[src/rtl/phf_pkg.sv]
// ----------------------------------------------------------------------------
// phf_pkg: shared types and constants for the point hash find-or-insert block
// Widths, golden-ratio multiplier, controller states and the
// controller/datapath command and status bundles.
// ----------------------------------------------------------------------------
package phf_pkg;

   localparam int CAPACITY     = 1024;
   localparam int MAX_BUCKETS  = 1024;
   localparam int BUCKET_RESET = 1024;

   localparam int COORD_W = 32;
   localparam int CSR_W   = 11;
   localparam int OUT_IDX_W = 10;
   localparam int IDX_W   = $clog2(CAPACITY);
   localparam int LINK_W  = $clog2(CAPACITY + 1);
   localparam int BKT_W   = (MAX_BUCKETS > 1) ? $clog2(MAX_BUCKETS) : 1;
   localparam int BPROD_W = 32 + CSR_W;

   localparam int BCNT_RESET = (BUCKET_RESET > MAX_BUCKETS) ? MAX_BUCKETS : BUCKET_RESET;

   // floor(((sqrt(5)-1)/2) * 2^32)
   localparam logic [31:0] GOLDEN_Q32 = 32'h9E37_79B9;

   typedef logic signed [COORD_W-1:0] coord_type;
   typedef logic [CSR_W-1:0]          bcnt_type;
   typedef logic [OUT_IDX_W-1:0]      out_idx_type;
   typedef logic [IDX_W-1:0]          idx_type;
   typedef logic [LINK_W-1:0]         link_type;
   typedef logic [BKT_W-1:0]          bkt_type;

   typedef enum logic [3:0] {
      ST_CLEAR,
      ST_IDLE,
      ST_KEY,
      ST_PAIR,
      ST_MIX,
      ST_BUCKET,
      ST_HEAD,
      ST_LINK,
      ST_CHECK,
      ST_CMP,
      ST_INSERT,
      ST_DONE
   } state_type;

   typedef enum logic [1:0] {
      RES_FOUND,
      RES_NEW,
      RES_FULL
   } res_type;

   typedef struct packed {
      logic    req_ready;
      logic    clr_wr;
      logic    load_in;
      logic    st_key;
      logic    st_pair;
      logic    st_mix;
      logic    st_bucket;
      logic    load_link_head;
      logic    load_link_next;
      logic    insert;
      logic    set_res;
      res_type res_sel;
      logic    load_rsp;
   } cmd_type;

   typedef struct packed {
      logic clr_last;
      logic link_zero;
      logic match;
      logic full;
      logic rsp_busy;
   } stat_type;

endpackage

[src/rtl/phf_ctrl.sv]
// ----------------------------------------------------------------------------
// phf_ctrl: sequencing controller
// Clears bucket heads after reset, then steps each transaction through
// hashing, head lookup, chain walk and, on a miss with room left, insert.
// ----------------------------------------------------------------------------
module phf_ctrl import phf_pkg::*; (
   input  logic     clock,
   input  logic     reset,
   input  logic     req_valid,
   input  stat_type stat,
   output cmd_type  cmd
);

   state_type state_ff, state_in;

   always_ff @(posedge clock) begin
      if (reset) begin
         state_ff <= ST_CLEAR;
      end else begin
         state_ff <= state_in;
      end
   end

   always_comb begin
      state_in = state_ff;
      case (state_ff)
         ST_CLEAR: begin
            if (stat.clr_last) state_in = ST_IDLE;
         end
         ST_IDLE: begin
            if (req_valid) state_in = ST_KEY;
         end
         ST_KEY:    state_in = ST_PAIR;
         ST_PAIR:   state_in = ST_MIX;
         ST_MIX:    state_in = ST_BUCKET;
         ST_BUCKET: state_in = ST_HEAD;
         ST_HEAD:   state_in = ST_LINK;
         ST_LINK:   state_in = ST_CHECK;
         ST_CHECK: begin
            if (!stat.link_zero) state_in = ST_CMP;
            else if (stat.full) state_in = ST_DONE;
            else state_in = ST_INSERT;
         end
         ST_CMP: begin
            state_in = stat.match ? ST_DONE : ST_CHECK;
         end
         ST_INSERT: state_in = ST_DONE;
         ST_DONE: begin
            if (!stat.rsp_busy) state_in = ST_IDLE;
         end
         default:   state_in = ST_CLEAR;
      endcase
   end

   always_comb begin
      cmd = '0;
      cmd.res_sel = RES_FOUND;
      case (state_ff)
         ST_CLEAR:  cmd.clr_wr = 1'b1;
         ST_IDLE: begin
            cmd.req_ready = 1'b1;
            cmd.load_in   = req_valid;
         end
         ST_KEY:    cmd.st_key = 1'b1;
         ST_PAIR:   cmd.st_pair = 1'b1;
         ST_MIX:    cmd.st_mix = 1'b1;
         ST_BUCKET: cmd.st_bucket = 1'b1;
         ST_HEAD:   ;
         ST_LINK:   cmd.load_link_head = 1'b1;
         ST_CHECK: begin
            if (stat.link_zero && stat.full) begin
               cmd.set_res = 1'b1;
               cmd.res_sel = RES_FULL;
            end
         end
         ST_CMP: begin
            if (stat.match) begin
               cmd.set_res = 1'b1;
               cmd.res_sel = RES_FOUND;
            end else begin
               cmd.load_link_next = 1'b1;
            end
         end
         ST_INSERT: begin
            cmd.insert  = 1'b1;
            cmd.set_res = 1'b1;
            cmd.res_sel = RES_NEW;
         end
         ST_DONE:   cmd.load_rsp = !stat.rsp_busy;
         default:   ;
      endcase
   end

endmodule

[config.mk]
export PLATFORM = sky130hd
export DESIGN_NAME = phf_ctrl
export DESIGN_NICKNAME = d
export VERILOG_FILES = /design/src/rtl/phf_pkg.sv /design/src/rtl/phf_ctrl.sv
export SDC_FILE = /design/constraint.sdc
export NUM_CORES = 1
export LEC_CHECK = 0
export BUFFER_PORTS_ARGS = -buffer_cell sky130_fd_sc_hd__buf_2
export CAP_MARGIN = 5
export CORE_AREA = 2 2 39 41
export DETAILED_ROUTE_END_ITERATION = 8
export DIE_AREA = 0 0 41 43
export PLACE_DENSITY = 0.7
export RECOVER_POWER = 50
export SLEW_MARGIN = 10
export SYNTH_ARGS = -nofsm -noshare
export SYNTH_HDL_FRONTEND = slang
export SYNTH_SLANG_ARGS = --single-unit
[constraint.sdc]
create_clock -name clock -period 1.25 [get_ports clock]
set_clock_uncertainty 0.1 [all_clocks]
set_input_delay 0.25 -clock clock [delete_from_list [all_inputs] [get_ports clock]]
set_output_delay 0.25 -clock clock [all_outputs]
set_load 0.02 [all_outputs]
==> results_dict.tcl <==
set metrics [dict create \
    layout_setup_ws_ns -0.3304 \
    timing.rr.start "state_ff[1]" \
    period_needed_ns 1.580 \
    root_buffer "clkbuf_4" \
    crit_fanout 6 \
    yosys.area_share.simple_pct 44.65 \
    fin_setup_tns_ns -4.397 \
    overflow 0 \
    leakagePower_nw 0.4471 \
    diodes 0 \
    multi_input_area_um2 449.2 \
    largest_register "state_ff" \
    slew-limit-headroom_pct 83.29 \
    grt_antenna_before_repair 0 \
    cts_buffers 3 \
    vdd_drop_max_v 0.0007308 \
    rsz0062_at_grt "yes" \
    synth_top_family_by_area "simple AND/OR/NAND/NOR gates" \
    top_regs "state_ff: 4 flops" \
    synthTopCellsByArea "dfxtp_1 (20%), nor3_1 (8.8%), nor4b_1 (6.6%)" \
    maxCapViolations 0 \
    drive_gt1_share_pct 80.81 \
    clock_path_buffers 2 \
    fmax_mhz 632.7 \
    drt_iter0_drc 6 \
    yosysWarnings 0 \
    synthMuxAreaShare_pct 0 \
    drtAntennaViolNets 0 \
    p_sw_uw 370.0 \
    synth-edff-count 0 \
    cts_tree "yes" \
    critPathKind "register to output pin" \
    worst_setup_path_end_kind "output pin" \
    swShare_pct 38.46 \
    worstSetupStartpointType "register" \
    synth_ff_type "dfxtp_1" \
    hold_violations 0 \
    vias 583 \
    synth_seq_cells 4 \
    die_h_um 43 \
    syn_area_per_cell_um2 7.507 \
    final_nets 109 \
    p_clk_share_pct 17.6 \
    synthArstFlopShare_pct 0 \
    dp.final_hpwl_um 880.1 \
    setup_viol 18 \
    first_global_vias 559 \
    path_clk_slew_ns 0.04 \
    finalCritPeriodShare_pct 126.4 \
    htreeDepth 1 \
    arrival_ns 1.23 \
    synth_top_area_share_pct 20.13 \
    ys_types 26 \
    drc_errors 0 \
    numPortBuffers 21 \
    cts_hold_buf 0 \
    grt_start_max_net_pins 8 \
    syn_inst 53 \
    status "finished with violations" \
    final-seq-area_um2 95.09 \
    drv_slew 0 \
    fill_cells 95 \
    first_pass_iters 4 \
    cp-startpoint "state_ff[2]" \
    pin_count 22 \
    gp_congestion 0.7735 \
    min_from "reset" \
    violations "negative setup slack" \
    coreArea_mm2 0.001384 \
    p_per_area_mw_per_mm2 951.7 \
    seq_area_frac_synth_pct 20.13 \
    cts.sinks 4 \
    dpl.cell_count 98 \
    grt_first_pass_wirelength_um 2339 \
    area_growth_pct 154.1 \
    synth_top_cell_by_area "dfxtp_1" \
    num_rows 14 \
    wl_per_cell_um 13.47 \
    p_int_uw 592.1 \
    dieArea_mm2 0.001763 \
    largest_reg_flops 4 \
    routed_wirelength_um 1549 \
    worstMarginPinSlew_ns 0.2480 \
    required_ns 0.90 \
    syn-num-nets 61 \
    synth_xor_area_share_pct 2.201 \
    synth-adder-area-share_pct 0 \
    syn_area_um2 397.9 \
    die_x_um 41 \
    vias_per_cell 5.070 \
    start_util_pct 28.75 \
    pwr-share-comb_pct 63.5 \
    seqPwrFrac_pct 18.8 \
    hold_class "primary input to register" \
    grt_usage_pct 19.86 \
    final_cells 115 \
    synth_compound_area_share_pct 23.58 \
    clock_latency_ns 0.24 \
]
[power by group through the flow]
stage / logic, mW / registers [mW] / clock network [mW]
global route: 0.646 / 0.186 / 0.190
finish: 0.611 / 0.181 / 0.170
global placement: 0.340 / 0.208 / 0
CTS: 0.528 / 0.179 / 0.173
floorplan: 0.272 / 0.175 / 0
detailed placement: 0.342 / 0.211 / 0
[placed cells by master (no fill, tap or decap), types with 2 or more instances in the layout]
| cell | n |
|---|---|
| buf_4 | 23 |
| buf_6 | 15 |
| nor3_1 | 2 |
| buf_2 | 8 |
| nor2_4 | 2 |
| nor2b_1 | 2 |
| nor4b_4 | 2 |
| dfxtp_4 | 4 |
| o21a_1 | 3 |
| nand2b_4 | 3 |
| nor3_4 | 2 |
| clkbuf_4 | 3 |
| o21ai_0 | 2 |
| nor3_2 | 3 |
[stage by stage]
| step | utilization, % | hold slack (ns) | total power [mW] | setup slack (ns) | cell area (um^2) |
|---|---|---|---|---|---|
| 2_1_floorplan | - | 0.2094 | 0.4470 | -0.1865 | 528.0 |
| 5_1_grt | 73.06 | 0.1373 | 1.022 | -0.3932 | 1011 |
| 6_report | 73.06 | 0.1282 | 0.9621 | -0.3304 | 1011 |
| 4_1_cts | 65.73 | 0.1258 | 0.8796 | -0.3210 | 909.6 |
| 3_3_place_gp | 50.81 | 0.3676 | 0.5476 | -0.1569 | 703.2 |
| 3_5_place_dp | 50.81 | 0.3703 | 0.5530 | -0.2031 | 703.2 |
[cells by family after synthesis]
kind of cell,Yosys count
flops,4
compound gates,12
buf+inv,7
xor+xnor,1
simple gates,29
[critical path, cell delays in order, from the launching register on]
cell      delay (ns)
dfxtp_4         0.36
nand2b_4        0.20
nor4b_4         0.25
buf_4           0.18
[cell usage after synthesis, types with 2 or more instances]
master	instances
and2_1	2
buf_4	2
o21ai_0	2
inv_1	2
nand2b_1	4
dfxtp_1	4
a21oi_1	2
nor3_1	7
nand2_1	3
o21a_1	3
nor4b_1	3
buf_2	3
nor2_1	2
nor2b_1	2
[metal layers]
metal | wire (um) | up-vias | global-route usage [%] | part of all wire (%)
li1 | - | 291 | - | -
met2 | 863 | 21 | 35.00 | 56
met3 | 74 | 2 | 1.571 | 4.8
met4 | 19 | 0 | 10.00 | 1.2
met1 | 592 | 269 | 21.79 | 38
met5 | 0 | - | 0 | 0
[final timing paths]
path / slack (ns) / cells past startpoint / to
max: -0.33 / 3 / cmd[5]
min: 0.13 / 2 / state_ff[3]
max reg2reg: -0.26 / 5 / state_ff[1]
min reg2reg: 0.45 / 1 / state_ff[2]
[layout make-up]
class | count | area share (%)
repair buffers | 48 | 41.21
flip-flops and latches | 4 | 9.406
clock buffers | 3 | 2.228
well taps | 16 | 1.980
inverters | 2 | 0.7426
multi-input cells | 42 | 44.43
[timing repair]
| item | in CTS | in global routing |
|---|---|---|
| buffers inserted | 12 | 2 |
| endpoints found under the setup margin | 16 | 18 |
| resized for setup | 32 | 19 |
| pin swaps | 9 | 8 |
(Power assumes the default switching activity.)
